==> config.mk <==
export PLATFORM = sky130hd
export DESIGN_NAME = dual_down_counter_timer_top
export DESIGN_NICKNAME = d
export VERILOG_FILES = /design/src/rtl/ddct_pkg.sv /design/src/rtl/ddct_channel.sv /design/src/rtl/dual_down_counter_timer_top.sv
export SDC_FILE = /design/constraint.sdc
export NUM_CORES = 1
export LEC_CHECK = 0
export BUFFER_PORTS_ARGS = -buffer_cell sky130_fd_sc_hd__clkbuf_2
export CAP_MARGIN = 0
export CORE_AREA = 2 2 187 189
export DETAILED_ROUTE_END_ITERATION = 10
export DIE_AREA = 0 0 189 191
export HOLD_SLACK_MARGIN = 0.06
export PLACE_DENSITY = 0.67
export REMOVE_ABC_BUFFERS = 1
export SLEW_MARGIN = 15
export SYNTH_ARGS = -nofsm -noshare
export SYNTH_HDL_FRONTEND = slang
export SYNTH_SLANG_ARGS = --single-unit
==> constraint.sdc <==
create_clock -name clk -period 9.05 [get_ports clk]
set_clock_uncertainty 0.05 [all_clocks]
set_input_delay 0 -clock clk [delete_from_list [all_inputs] [get_ports clk]]
set_output_delay 0 -clock clk [all_outputs]
set_load 0.01 [all_outputs]
==> src/rtl/ddct_pkg.sv <==
// ----------------------------------------------------------------------------
// ddct_pkg
// Shared types and constants for the dual down-counting timer.
// ----------------------------------------------------------------------------
package ddct_pkg;

  localparam int NUM_CHANNELS = 2;
  localparam int COUNT_WIDTH  = 32;
  localparam int DATA_WIDTH   = 32;
  localparam int PRE_WIDTH    = 3;
  localparam int PSC_WIDTH    = 7;

  // request opcodes
  typedef enum logic [1:0] {
    OP_FAST_TICK = 2'd0,
    OP_SLOW_TICK = 2'd1,
    OP_BUS_READ  = 2'd2,
    OP_BUS_WRITE = 2'd3
  } opcode_t;

  // global word offsets (byte offset bits 5:2)
  localparam logic [3:0] WORD_IRQ_EN   = 4'h0;
  localparam logic [3:0] WORD_IRQ_STAT = 4'h1;

  // per-channel register select (byte offset bits 3:2)
  localparam logic [1:0] CH_REG_CTRL = 2'd0;
  localparam logic [1:0] CH_REG_INTV = 2'd1;
  localparam logic [1:0] CH_REG_CNT  = 2'd2;

  // control register bus bit positions
  localparam int CTRL_RUN_BIT    = 0;
  localparam int CTRL_RELOAD_BIT = 1;
  localparam int CTRL_FAST_BIT   = 2;
  localparam int CTRL_PRE_LSB    = 4;
  localparam int CTRL_SINGLE_BIT = 7;

  typedef struct packed {
    logic [1:0]            opcode;
    logic [5:0]            byte_offset;
    logic [DATA_WIDTH-1:0] write_value;
  } in_req_t;

  typedef struct packed {
    logic [DATA_WIDTH-1:0] read_value;
    logic [1:0]            irq_lines;
  } out_rsp_t;

  // command from the decoder to one channel
  typedef struct packed {
    logic                  tick_en;
    logic                  tick_fast;
    logic                  wr_ctrl;
    logic                  wr_intv;
    logic                  wr_cnt;
    logic [DATA_WIDTH-1:0] wdata;
  } ch_cmd_t;

  // channel state seen by the decoder
  typedef struct packed {
    logic [7:0]             ctrl_bus;
    logic [COUNT_WIDTH-1:0] interval;
    logic [COUNT_WIDTH-1:0] count;
    logic                   expire;
  } ch_stat_t;

endpackage

==> src/rtl/ddct_channel.sv <==
// ----------------------------------------------------------------------------
// ddct_channel
// One timer channel: control, interval, count and prescaler with expiry.
// ----------------------------------------------------------------------------
module ddct_channel (
  input  logic              clk,
  input  logic              rst_n,
  input  ddct_pkg::ch_cmd_t cmd,
  output ddct_pkg::ch_stat_t stat
);
  import ddct_pkg::*;

  logic                   run_r, run_nxt;
  logic                   fast_r, fast_nxt;
  logic                   single_r, single_nxt;
  logic [PRE_WIDTH-1:0]   pre_r, pre_nxt;
  logic [COUNT_WIDTH-1:0] intv_r, intv_nxt;
  logic [COUNT_WIDTH-1:0] cnt_r, cnt_nxt;
  logic [PSC_WIDTH-1:0]   psc_r, psc_nxt;

  logic                   tick_hit;
  logic [PSC_WIDTH:0]     psc_inc;
  logic [PSC_WIDTH:0]     period;
  logic [COUNT_WIDTH-1:0] cnt_dec;
  logic                   expire;

  assign tick_hit = cmd.tick_en && run_r && (fast_r == cmd.tick_fast);
  assign psc_inc  = {1'b0, psc_r} + (PSC_WIDTH+1)'(1);
  assign period   = (PSC_WIDTH+1)'(1) << pre_r;
  // counting from zero expires at once
  assign cnt_dec  = (cnt_r != '0) ? cnt_r - COUNT_WIDTH'(1) : '0;

  always_comb begin
    run_nxt    = run_r;
    fast_nxt   = fast_r;
    single_nxt = single_r;
    pre_nxt    = pre_r;
    intv_nxt   = intv_r;
    cnt_nxt    = cnt_r;
    psc_nxt    = psc_r;
    expire     = 1'b0;
    if (tick_hit) begin
      if (psc_inc >= period) begin
        psc_nxt = '0;
        cnt_nxt = cnt_dec;
        if (cnt_dec == '0) begin
          expire = 1'b1;
          if (single_r) run_nxt = 1'b0;
          else          cnt_nxt = intv_r;
        end
      end else begin
        psc_nxt = psc_inc[PSC_WIDTH-1:0];
      end
    end
    if (cmd.wr_ctrl) begin
      run_nxt    = cmd.wdata[CTRL_RUN_BIT];
      fast_nxt   = cmd.wdata[CTRL_FAST_BIT];
      pre_nxt    = cmd.wdata[CTRL_PRE_LSB +: PRE_WIDTH];
      single_nxt = cmd.wdata[CTRL_SINGLE_BIT];
      if (cmd.wdata[CTRL_RELOAD_BIT]) begin
        cnt_nxt = intv_r;
        psc_nxt = '0;
      end
    end
    if (cmd.wr_intv) intv_nxt = cmd.wdata[COUNT_WIDTH-1:0];
    if (cmd.wr_cnt)  cnt_nxt  = cmd.wdata[COUNT_WIDTH-1:0];
  end

  always_ff @(posedge clk) begin
    if (!rst_n) begin
      run_r    <= 1'b0;
      fast_r   <= 1'b0;
      single_r <= 1'b0;
      pre_r    <= '0;
      intv_r   <= '0;
      cnt_r    <= '0;
      psc_r    <= '0;
    end else begin
      run_r    <= run_nxt;
      fast_r   <= fast_nxt;
      single_r <= single_nxt;
      pre_r    <= pre_nxt;
      intv_r   <= intv_nxt;
      cnt_r    <= cnt_nxt;
      psc_r    <= psc_nxt;
    end
  end

  assign stat.ctrl_bus = {single_r, pre_r, 1'b0, fast_r, 1'b0, run_r};
  assign stat.interval = intv_r;
  assign stat.count    = cnt_r;
  assign stat.expire   = expire;

endmodule

==> src/rtl/dual_down_counter_timer_top.sv <==
// ----------------------------------------------------------------------------
// dual_down_counter_timer_top
// Two-channel register-mapped down-counting timer with prescaler.
// ----------------------------------------------------------------------------
//
//  channel | ports                          | moves
//  --------+--------------------------------+----------------------------------
//  input   | in_valid, in_stall, in_req     | tick or bus read/write request
//  result  | out_valid, out_stall, out_rsp  | read data and irq lines, one per
//          |                                | request
//
//  Throughput is one request per clock while the result is not stalled; a
//  request passes the input register, then the result register. The decode,
//  the channel update and the read mux all sit between those two registers.
//  Reset (rst_n low, synchronous) clears all timer state and both valids.
//  A stalled result holds the result register; the input register keeps
//  taking requests while it is empty or draining into the result register.
//
module dual_down_counter_timer_top (
  input  logic               clk,
  input  logic               rst_n,
  input  logic               in_valid,
  output logic               in_stall,
  input  ddct_pkg::in_req_t  in_req,
  output logic               out_valid,
  input  logic               out_stall,
  output ddct_pkg::out_rsp_t out_rsp
);
  import ddct_pkg::*;

  // input register
  logic    req_valid_r;
  in_req_t req_r;

  // result register
  logic     rsp_valid_r;
  out_rsp_t rsp_r;

  // interrupt registers
  logic [NUM_CHANNELS-1:0] irq_en_r, irq_en_nxt;
  logic [NUM_CHANNELS-1:0] irq_stat_r, irq_stat_nxt;

  logic     advance;     // request in input register moves to result
  logic     is_tick, is_read, is_write;
  logic [3:0] word;
  logic [1:0] blk;
  logic [1:0] creg;

  ch_cmd_t  ch_cmd  [NUM_CHANNELS];
  ch_stat_t ch_stat [NUM_CHANNELS];
  logic [NUM_CHANNELS-1:0] expire;
  logic [DATA_WIDTH-1:0]   rd_data;
  out_rsp_t                rsp_nxt;

  assign advance  = req_valid_r && (!rsp_valid_r || !out_stall);
  assign in_stall = req_valid_r && !advance;

  assign is_tick  = advance && (req_r.opcode == OP_FAST_TICK ||
                                req_r.opcode == OP_SLOW_TICK);
  assign is_read  = advance && (req_r.opcode == OP_BUS_READ);
  assign is_write = advance && (req_r.opcode == OP_BUS_WRITE);

  // word address; blk 1..N selects a channel, creg the register within it
  assign word = req_r.byte_offset[5:2];
  assign blk  = req_r.byte_offset[5:4];
  assign creg = req_r.byte_offset[3:2];

  for (genvar c = 0; c < NUM_CHANNELS; c++) begin : g_ch
    logic hit;
    assign hit = (blk == 2'(c + 1));

    assign ch_cmd[c].tick_en   = is_tick;
    assign ch_cmd[c].tick_fast = (req_r.opcode == OP_FAST_TICK);
    assign ch_cmd[c].wr_ctrl   = is_write && hit && (creg == CH_REG_CTRL);
    assign ch_cmd[c].wr_intv   = is_write && hit && (creg == CH_REG_INTV);
    assign ch_cmd[c].wr_cnt    = is_write && hit && (creg == CH_REG_CNT);
    assign ch_cmd[c].wdata     = req_r.write_value;

    ddct_channel u_channel (
      .clk  (clk),
      .rst_n(rst_n),
      .cmd  (ch_cmd[c]),
      .stat (ch_stat[c])
    );

    assign expire[c] = ch_stat[c].expire;
  end

  // interrupt enable/status; write-1-to-clear on status
  always_comb begin
    irq_en_nxt   = irq_en_r;
    irq_stat_nxt = irq_stat_r | expire;
    if (is_write && word == WORD_IRQ_EN)
      irq_en_nxt = req_r.write_value[NUM_CHANNELS-1:0];
    if (is_write && word == WORD_IRQ_STAT)
      irq_stat_nxt = irq_stat_r & ~req_r.write_value[NUM_CHANNELS-1:0];
  end

  // read mux; unmapped offsets read zero
  always_comb begin
    rd_data = '0;
    if (is_read) begin
      if (word == WORD_IRQ_EN) begin
        rd_data = DATA_WIDTH'(irq_en_r);
      end else if (word == WORD_IRQ_STAT) begin
        rd_data = DATA_WIDTH'(irq_stat_r);
      end else begin
        for (int c = 0; c < NUM_CHANNELS; c++) begin
          if (blk == 2'(c + 1)) begin
            unique case (creg)
              CH_REG_CTRL: rd_data = DATA_WIDTH'(ch_stat[c].ctrl_bus);
              CH_REG_INTV: rd_data = DATA_WIDTH'(ch_stat[c].interval);
              CH_REG_CNT:  rd_data = DATA_WIDTH'(ch_stat[c].count);
              default:     rd_data = '0;
            endcase
          end
        end
      end
    end
  end

  assign rsp_nxt.read_value = rd_data;
  assign rsp_nxt.irq_lines  = 2'(irq_stat_nxt & irq_en_nxt);

  always_ff @(posedge clk) begin
    if (!rst_n) begin
      req_valid_r <= 1'b0;
      rsp_valid_r <= 1'b0;
      irq_en_r    <= '0;
      irq_stat_r  <= '0;
    end else begin
      if (in_valid && !in_stall)
        req_valid_r <= 1'b1;
      else if (advance)
        req_valid_r <= 1'b0;

      if (advance)
        rsp_valid_r <= 1'b1;
      else if (!out_stall)
        rsp_valid_r <= 1'b0;

      irq_en_r   <= irq_en_nxt;
      irq_stat_r <= irq_stat_nxt;
    end
  end

  // payload registers, no reset
  always_ff @(posedge clk) begin
    if (in_valid && !in_stall) req_r <= in_req;
    if (advance)               rsp_r <= rsp_nxt;
  end

  assign out_valid = rsp_valid_r;
  assign out_rsp   = rsp_r;

  // ---------------------------------------------------------------------------
  // assertions
  // ---------------------------------------------------------------------------

  // a held request stays in the input register
  a_req_kept: assert property (@(posedge clk) disable iff (!rst_n)
    (req_valid_r && !advance) |=> req_valid_r)
    else $error("input request dropped while blocked");

  // only reads return data
  a_rd_zero: assert property (@(posedge clk) disable iff (!rst_n)
    (advance && req_r.opcode != OP_BUS_READ) |=> (rsp_r.read_value == '0))
    else $error("nonzero read data on non-read request");

  // status bits only get set by a tick
  a_stat_set: assert property (@(posedge clk) disable iff (!rst_n)
    !is_tick |=> ((irq_stat_r & ~$past(irq_stat_r)) == '0))
    else $error("irq status set without a tick");

  // the input side never takes a request while the pipe is blocked
  a_no_accept_blocked: assert property (@(posedge clk) disable iff (!rst_n)
    (req_valid_r && rsp_valid_r && out_stall) |-> in_stall)
    else $error("request accepted while blocked");

endmodule
==> metrics.yaml, run 1 <==
route:
  first_iter_violations: 1377
  drt_wl_total_um: 43700
  wire_per_inst_um: 20.6
  ant_nets: 0
  vias_per_cell: 6.01
  firstDrtPassIters: 7
  via_count: 12700
  drc: 0
placed_design:
  io_buffers: 77
  dp.final_hpwl_um: 29400
  gp_congestion: 0.928
  dpl.cell_count: 2029
floorplan:
  die_h_um: 191
  initial_core_util_pct: 39.5
  pin_count: 80
  core-area_um2: 34100
  dieArea_um2: 36100
  fp.dieW_um: 189
  rows: 68
sta:
  final-setup-viol-count: 0
  finalMaxSlewViolations: 0
  tns_ps: 0
  slew_headroom_pct: 21.8
  max_freq_mhz: 228
  rsz0062_at_grt: "false"
  max_slew.worst_pin.slew_ps: 1170
  min_period_ps: 4380
  hold_ws_ps: 110
  finalHoldViolCount: 0
  finalCritPeriodShare_pct: 48.4
setup_path:
  startpoint_type: "flip-flop"
  required_ps: 9470
  cp_max_fo: 26
  arrival_ps: 4800
  path_cells: "inv_1 > ha_1 > nor3b_1 > nand2_1 > or4_1 > xnor2_1 > nor4_2 > a31oi_2 > o31ai_4 > buf_4 > a22oi_1 > a21oi_1"
  cp_top_family: "simple AND/OR/NAND/NOR gates"
  slowest_delay_ps: 660
  cp_slowest_cell: "nor3b_1"
  path_buf_inv: 2
  end_kind: "flip-flop"
  crit_type: "reg2reg"
layout:
  nNetsFinal: 1711
  layout_commonest_cell: "nand2_1"
  area_growth_syn_to_layout_pct: 15.2
  seqCellArea_um2: 5370
  mostFrequentLayoutCells: "nand2_1, dfxtp_1, nor2_1, o21ai_0, a21oi_1"
  layout.cells.non_filler: 2120
  drive_gt1_share_pct: 12.3
  multi_input_area_um2: 7580
  antenna_cells: 0
  nFillCells: 3272
clock_tree:
  clock_sinks: 232
  post_cts_buffers: 0
  clk_latency_ps: 550
  numCtsBuffers: 27
  clkTransAtPathRegs_ps: 70
  cts_root_buf: "clkbuf_16"
  cts-resized-gates: 0
  cts_tree: "built"
  clk_path_buf_depth: 3
  cts_max_level: 1
logic_synthesis:
  syn_area_per_cell_um2: 8.43
  netlist_area_um2: 13500
  yosysSeqAreaShare_pct: 39.8
  synth-edff-count: 72
  postSynthCellCount: 1598
  synth_ff_type: "dfxtp_1"
  synth_seq_cells: 232
  postSynth.asyncResetShare_pct: 0
  ys_types: 81
  yosysWarnings: 0
power_and_ir_drop:
  p_leak_nw: 5.37
  peakVddDrop_mv: 0.129
  power_density_nw_per_um2: 156
grt:
  first_global_vias: 12000
  gr-total-overflow: 0
  grt_usage_pct: 23.5
  grt_max_degree: 71
  grt_pass1_wl_um: 67700
  antenna_found_initial: 0
min_path:
  hold_path.class: "in2reg"
run_status:
  status: "finished, final reports clean"
job:
  maxCapViolations: 0
## power breakdown
part	leakage (nW)	switching, mW	total [mW]	internal [mW]
Sequential	1.99	0.0246	1.12	1.09
Clock	0.430	0.464	1.13	0.663
Combinational	2.95	0.107	0.170	0.0629
Total	5.37	0.596	2.41	1.82
## cells by family after synthesis
group	synth area share, %
adder cells (fa/ha/maj)	2.04
AO/OA/AOI/OAI	26.3
multiplexers	2.32
AND/OR/NAND/NOR	23.2
buffers and inverters	4.30
XOR/XNOR	2.02
flip-flops	39.8
## synthesized netlist by cell type, drive strengths merged, types with 9 or more instances
| master | n | area, µm² |
|---|---|---|
| a211oi | 10 | 75.1 |
| ha | 22 | 275 |
| dfxtp | 160 | 3200 |
| o31ai | 14 | 134 |
| nor3 | 54 | 280 |
| o221a | 10 | 113 |
| inv | 18 | 67.6 |
| xnor2 | 14 | 123 |
| nor2b | 27 | 169 |
| a31oi | 32 | 206 |
| a21boi | 69 | 518 |
| mux2i | 29 | 290 |
| a21oi | 86 | 430 |
| a22oi | 64 | 480 |
| or3 | 19 | 124 |
| edfxtp | 72 | 2160 |
| o21ai | 120 | 601 |
| buf | 17 | 87.6 |
| a221oi | 16 | 140 |
| xor2 | 17 | 149 |
| nand2 | 198 | 743 |
| clkbuf | 113 | 424 |
| or4 | 19 | 143 |
| and2 | 9 | 56.3 |
| nand3 | 39 | 195 |
| o22a | 31 | 272 |
| nand4 | 14 | 100 |
| and3 | 17 | 106 |
| nor4 | 31 | 257 |
| nor3b | 9 | 67.6 |
| nand3b | 14 | 105 |
| nor2 | 129 | 487 |
| o21a | 11 | 82.6 |
## through the flow
stage                     setup WS [ps]  utilization (%)  instance area [µm²]  power, mW
final                              4670             45.5                15500       2.41
after global routing               4330             45.5                15500       2.48
after CTS                          4710             45.5                15500       2.42
after detailed placement           4740             41.6                14200       1.29
after global placement             4770             41.6                14200       1.29
after floorplan                    3810                -                13000       1.22
## registers in the layout (all words and copies together), names as in the netlist
name,flops
g_ch.u_channel.cnt_r,64
out_rsp,34
creg,2
g_ch.u_channel.fast_r,2
out_valid,1
req_r,2
g_ch.u_channel.psc_r,14
g_ch.u_channel.pre_r,6
ch_cmd,32
irq_stat_r,2
g_ch.u_channel.single_r,2
blk,2
req_valid_r,1
irq_en_r,2
g_ch.u_channel.run_r,2
g_ch.u_channel.intv_r,64
## cell type report
cell class	instances	area share [%]
clock buffers	31	4.45
clock inverters	18	1.34
inverters	18	0.436
multi-input cells	1218	48.9
flip-flops and latches	232	34.6
well taps	455	3.67
repair buffers	148	6.61
## worst reg2reg max path, stage by stage, from the launching register on
cell and delay [ps]:
dfxtp_1 380, inv_1 160, ha_1 280, nor3b_1 660
nand2_1 400, or4_1 560, xnor2_1 170, nor4_2 330
a31oi_2 290, o31ai_4 320, buf_4 370, a22oi_1 180
a21oi_1 150
## path summary, 6_finish.rpt
kind / slack (ps) / cells after the start / to / from
hold reg to reg: 430 / 2 / g_ch[0].u_channel.cnt_r[22] / g_ch[0].u_channel.intv_r[22]
hold / removal: 110 / 2 / ch_cmd[30] / in_req[30]
setup / recovery: 4670 / 12 / g_ch[0].u_channel.cnt_r[26] / g_ch[0].u_channel.cnt_r[0]
setup reg to reg: 4670 / 12 / g_ch[0].u_channel.cnt_r[26] / g_ch[0].u_channel.cnt_r[0]
## timing repair
item / CTS / global route
setup endpoints to repair: 0 / 0
hold buffers: 42 / 0
endpoints found under the hold margin: 85 / 0
## metal layers
| metal | wire length, µm | vias up | part of all wire [%] | track usage (%) |
|---|---|---|---|---|
| li1 | - | 6058 | - | - |
| met1 | 18700 | 6048 | 43 | 30.8 |
| met2 | 21000 | 530 | 48 | 40.2 |
| met4 | 1410 | 0 | 3.2 | 8.17 |
| met5 | 0 | - | 0 | 0 |
| met3 | 2660 | 95 | 6.1 | 2.70 |
Note: power is estimated with default switching activity, not from simulation.
==> run 2: changes to the inputs <==
- PLACE_DENSITY: 0.67 -> 0.69
- clock period: 9.05 -> 3.85 ns (I/O delays scaled with it)
==> metrics.yaml, run 2 (same netlist as run 1, synthesis figures left out) <==
floorplan:
  rows: 68  # unchanged
  initial_core_util_pct: 39.5  # unchanged
  dieArea_um2: 36100  # unchanged
  pin_count: 80  # unchanged
  core-area_um2: 34100  # unchanged
  fp.dieW_um: 189  # unchanged
  die_h_um: 191  # unchanged
clock_tree:
  cts_max_level: 1  # unchanged
  cts_root_buf: "clkbuf_16"
  cts_tree: "built"
  clkTransAtPathRegs_ps: 60  # about the same
  numCtsBuffers: 26  # -3.7%
  clock_sinks: 232  # unchanged
  post_cts_buffers: 0  # unchanged
  clk_latency_ps: 540  # about the same
  clk_path_buf_depth: 3  # unchanged
grt:
  gr-total-overflow: 0  # unchanged
  grt_max_degree: 84  # +18%
  antenna_found_initial: 0  # unchanged
  grt_pass1_wl_um: 69300  # +2.4%
  first_global_vias: 12200  # +1.4%
  grt_usage_pct: 24.0  # +0.45 points
setup_path:
  end_kind: "flip-flop"
  cp_slowest_cell: "or4_1"
  worst-path-stages: 10  # -2
  cp_max_fo: 30  # +15%
  crit_type: "reg2reg"
  cp_top_family: "simple AND/OR/NAND/NOR gates"
  r2r_slack_ps: 230  # -4440 ps
  reg2regPathDepth: 10  # -2
  path_cells: "or4_1 > nor4_1 > nand3_1 > xnor2_1 > nor4_2 > a31oi_2 > o31ai_4 > buf_12 > a22oi_1 > a21oi_1"
  path_buf_inv: 1  # -1
  slowest_delay_ps: 590  # -70 ps
  arrival_ps: 4020  # -780 ps
  required_ps: 4250  # -5220 ps
  startpoint_type: "flip-flop"
layout:
  area_growth_syn_to_layout_pct: 18.3
  final_cell_area_um2: 15900  # +2.7%
  nNetsFinal: 1758  # +2.7%
  mostFrequentLayoutCells: "nand2_1, dfxtp_1, nor2_1, o21ai_0, a21oi_1"
  layout.cells.non_filler: 2167  # +2.2%
  layout_commonest_cell: "nand2_1"
  drive_gt1_share_pct: 15.0  # +2.7 points
  antenna_cells: 0  # unchanged
  fin_util_pct: 46.7  # +1.2 points
  nFillCells: 3197  # -2.3%
power_and_ir_drop:
  power_density_nw_per_um2: 353  # +130%
  p_int_mw: 4.24  # +130%
  power_switching_share_pct: 24.6  # -0.14 points
  seq_power_share_pct: 46.7  # +0.5 points
  p_leak_nw: 5.62  # +4.7%
  peakVddDrop_mv: 0.307  # +140%
  combPwrFrac_pct: 7.6  # +0.5 points
  pwr-share-clk_pct: 45.7  # -1.0 points
  p_switching_mw: 1.38  # +130%
  power_mw: 5.62  # +130%
route:
  via_count: 13100  # +2.6%
  ant_nets: 0  # unchanged
  drt_wl_total_um: 44300  # +1.4%
  first_iter_violations: 1645  # +19%
  vias_per_cell: 6.03  # +0.41%
  firstDrtPassIters: 5  # -2
  drc: 0  # unchanged
  wire_per_inst_um: 20.4  # -0.85%
min_path:
  hold_path.class: "in2reg"
  min_path_cells: 2  # unchanged
sta:
  finalCritPeriodShare_pct: 94.1  # +46 points
  hold_ws_ps: 128  # +17.1 ps
  slew_headroom_pct: 43.4  # +22 points
  max_slew.worst_pin.slew_ps: 848  # -320 ps
  finalHoldViolCount: 0  # unchanged
  max_freq_mhz: 276  # +21%
  final-setup-viol-count: 0  # unchanged
  setup_ws_ps: 228  # -4440 ps
  tns_ps: 0  # unchanged
  finalMaxSlewViolations: 0  # unchanged
  rsz0062_at_grt: "false"
  min_period_ps: 3620  # -757 ps
run_status:
  status: "finished, final reports clean"
placed_design:
  placed_cell_area_um2: 14600  # +3.0%
  place_ws_ps: 264  # -4480 ps
  gp_congestion: 0.983  # +5.9%
  dp.final_hpwl_um: 31400  # +6.6%
  dpl.cell_count: 2077  # +2.4%
  io_buffers: 77  # unchanged
job:
  maxCapViolations: 0  # unchanged
run 2: power groups by stage:
stage | registers [mW] | clock network (mW) | logic (mW)
6_report | 2.63 | 2.57 | 0.424
2_1_floorplan | 2.66 | 0 | 0.200
5_1_grt | 2.63 | 2.70 | 0.456
3_3_place_gp | 2.68 | 0 | 0.382
4_1_cts | 2.62 | 2.61 | 0.418
3_5_place_dp | 2.68 | 0 | 0.382
run 2: timing repair:
| action | in CTS | in global routing |
|---|---|---|
| endpoints found under the hold margin | 134 | 0 |
| setup endpoints to repair | 0 | 11 |
| gates resized for setup | 0 | 3 |
| hold buffers | 42 | 0 |
run 2: per-layer routing:
metal  track usage [%]  share of wire [%]  up-vias  routed length, µm
li1                  -                  -     6152                  -
met1              31.9                 43     6322              18900
met2              40.8                 48      516              21400
met3              2.88                6.7       77               2950
met4              7.18                2.6        0               1130
met5                 0                  0        -                  0
run 2: worst reg2reg max path, cell delays in order, from the launching register on:
cell and delay (ps):
dfxtp_1 390, or4_1 590, nor4_1 510, nand3_1 280, xnor2_1 210, nor4_2 390
a31oi_2 280, o31ai_4 280, buf_12 230, a22oi_1 130, a21oi_1 180
run 2: final timing paths:
path                                start                           to
min                             in_req[4]                    ch_cmd[4]
max            g_ch[0].u_channel.cnt_r[6]  g_ch[0].u_channel.cnt_r[26]
max reg2reg    g_ch[0].u_channel.cnt_r[6]  g_ch[0].u_channel.cnt_r[26]
min reg2reg  g_ch[0].u_channel.intv_r[19]  g_ch[0].u_channel.cnt_r[19]
run 2: final cells by class:
type	count	area (µm²)	share of cell area, %
repair buffers	196	1450	9.10
clock inverters	17	184	1.15
inverters	18	67.6	0.424
clock buffers	31	701	4.40
flip-flops and latches	232	5370	33.7
well taps	455	569	3.57
multi-input cells	1218	7590	47.7
==> run 3: changes to the inputs <==
- GPL_TIMING_DRIVEN: not set -> 0
==> metrics.yaml, run 3 (same netlist as run 1, synthesis figures left out) <==
setup_path:
  r2r_slack_ps: 140  # -90 ps
  path_cells: "nor4_4 > nand2_1 > or4_1 > xnor2_1 > nor4_2 > a31oi_4 > o31ai_4 > buf_8 > a22oi_1 > a21oi_1"
  required_ps: 4280  # +30 ps
  end_kind: "flip-flop"
  slowest_delay_ps: 600  # about the same
  cp_top_family: "simple AND/OR/NAND/NOR gates"
  startpoint_type: "flip-flop"
  reg2regPathDepth: 10  # unchanged
  startpoint: "g_ch[0].u_channel.cnt_r[6]"
  reg2reg_from: "g_ch[0].u_channel.cnt_r[6]"
  crit_type: "reg2reg"
  arrival_ps: 4140  # +120 ps
  cp_slowest_cell: "or4_1"
  path_buf_inv: 1  # unchanged
  cp_max_fo: 18  # -40%
  worst-path-stages: 10  # unchanged
floorplan:
  dieArea_um2: 36100  # unchanged
  pin_count: 80  # unchanged
  die_h_um: 191  # unchanged
  core-area_um2: 34100  # unchanged
  fp.dieW_um: 189  # unchanged
  rows: 68  # unchanged
  initial_core_util_pct: 39.5  # unchanged
clock_tree:
  clock_sinks: 232  # unchanged
  clk_path_buf_depth: 3  # unchanged
  cts_root_buf: "clkbuf_16"
  clk_latency_ps: 570  # +30 ps
  cts_tree: "built"
  clkTransAtPathRegs_ps: 60  # about the same
  cts_max_level: 1  # unchanged
  numCtsBuffers: 26  # unchanged
layout:
  nNetsFinal: 1711  # -2.7%
  layout_commonest_cell: "nand2_1"
  drive_gt1_share_pct: 14.1  # -0.96 points
  mostFrequentLayoutCells: "nand2_1, dfxtp_1, nor2_1, o21ai_0, a21oi_1"
  antenna_cells: 0  # unchanged
  final_cell_area_um2: 15900  # -0.14%
  area_growth_syn_to_layout_pct: 18.1
min_path:
  hold_path.class: "in2reg"
  min_path_cells: 2  # unchanged
  min-delay-start: "in_req[5]"
grt:
  grt_usage_pct: 23.8  # -0.17 points
  gr-total-overflow: 0  # unchanged
  antenna_found_initial: 0  # unchanged
  grt_max_degree: 130  # +55%
  grt_pass1_wl_um: 68900  # -0.55%
  first_global_vias: 12400  # +2.3%
route:
  vias_per_cell: 6.12  # +1.5%
  firstDrtPassIters: 5  # unchanged
  wire_per_inst_um: 20.8  # +1.6%
  ant_nets: 0  # unchanged
  drt_wl_total_um: 44100  # -0.58%
  first_iter_violations: 1529  # -7.1%
  via_count: 13000  # -0.74%
  drc: 0  # unchanged
sta:
  slew_headroom_pct: 34.5  # -9.0 points
  max_slew.worst_pin.slew_ps: 983  # +135 ps
  tns_ps: 0  # unchanged
  finalCritPeriodShare_pct: 96.3  # +2.2 points
  min_period_ps: 3710  # +86.5 ps
  max_freq_mhz: 270  # -2.3%
  finalHoldViolCount: 0  # unchanged
  final-setup-viol-count: 0  # unchanged
  finalMaxSlewViolations: 0  # unchanged
run_status:
  status: "finished, final reports clean"
placed_design:
  placed_cell_area_um2: 14300  # -2.0%
  gp_congestion: 0.973  # -1.0%
  io_buffers: 77  # unchanged
  dp.final_hpwl_um: 30200  # -3.8%
power_and_ir_drop:
  power_density_nw_per_um2: 360  # +2.1%
  p_leak_nw: 5.54  # -1.5%
  peakVddDrop_mv: 0.430  # +40%
job:
  maxCapViolations: 0  # unchanged
## run 3: cell types whose count changed in the layout (fill, tap and decap cells not counted), sizes merged
cell	delta
clkinv	-2
clkbuf	+3
buf	-48
## run 3: area by class of cell
type	instances	area, µm²
fill	3190	18200
multi-input combinational	1218	7760
sequential	232	5370
timing repair buffer	149	1220
clock buffer	33	728
tap	455	569
clock inverter	15	189
inverter	18	67.6
## run 3: repair_timing
action,CTS,global route
hold buffers,42,0
buffers inserted,5,3
hold endpoints to repair,119,0
pin swaps,3,4
endpoints found under the setup margin,82,63
cloned,0,0
gates resized for setup,15,17
## run 3: layer usage
metal / wire length [µm] / part of all wire, % / track usage, %
met3: 3630 / 8.2 / 4.53
met1: 18100 / 41 / 30.5
met5: 0 / 0 / 0
met2: 20900 / 47 / 40.0
met4: 1430 / 3.3 / 8.65
## run 3: final timing paths
kind                                       to
hold reg to reg   g_ch[0].u_channel.cnt_r[22]
setup / recovery  g_ch[0].u_channel.cnt_r[18]
setup reg to reg  g_ch[0].u_channel.cnt_r[18]
hold / removal                      ch_cmd[5]
## run 3: worst reg2reg max path: cells and delay by family (launching register included)
| family | cells | cell delay [ps] |
|---|---|---|
| AND/OR/NAND/NOR | 4 | 1870 |
| AO/OA/AOI/OAI | 4 | 890 |
| flip-flops | 1 | 420 |
| buffers and inverters | 1 | 230 |
| XOR/XNOR | 1 | 170 |
## run 3: stage by stage
step                      instances  total power, mW  setup WS, ps  hold WS (ps)  util, %
after floorplan                1468             2.86         -1390          48.9        -
final                          2120             5.73           141           102     46.6
after global placement         2000             3.03         -4880           128     40.8
after global routing           2120             5.88         -33.6          96.3     46.6
after detailed placement       2021             3.05         -1280           129     42.0
after CTS                      2116             5.73          31.3          93.6     46.2
## run 3: where the power goes
part | total (mW) | switching (mW) | internal (mW)
Sequential | 2.63 | 0.0667 | 2.56
Combinational | 0.426 | 0.258 | 0.167
Clock | 2.67 | 1.12 | 1.56
Total | 5.73 | 1.44 | 4.29
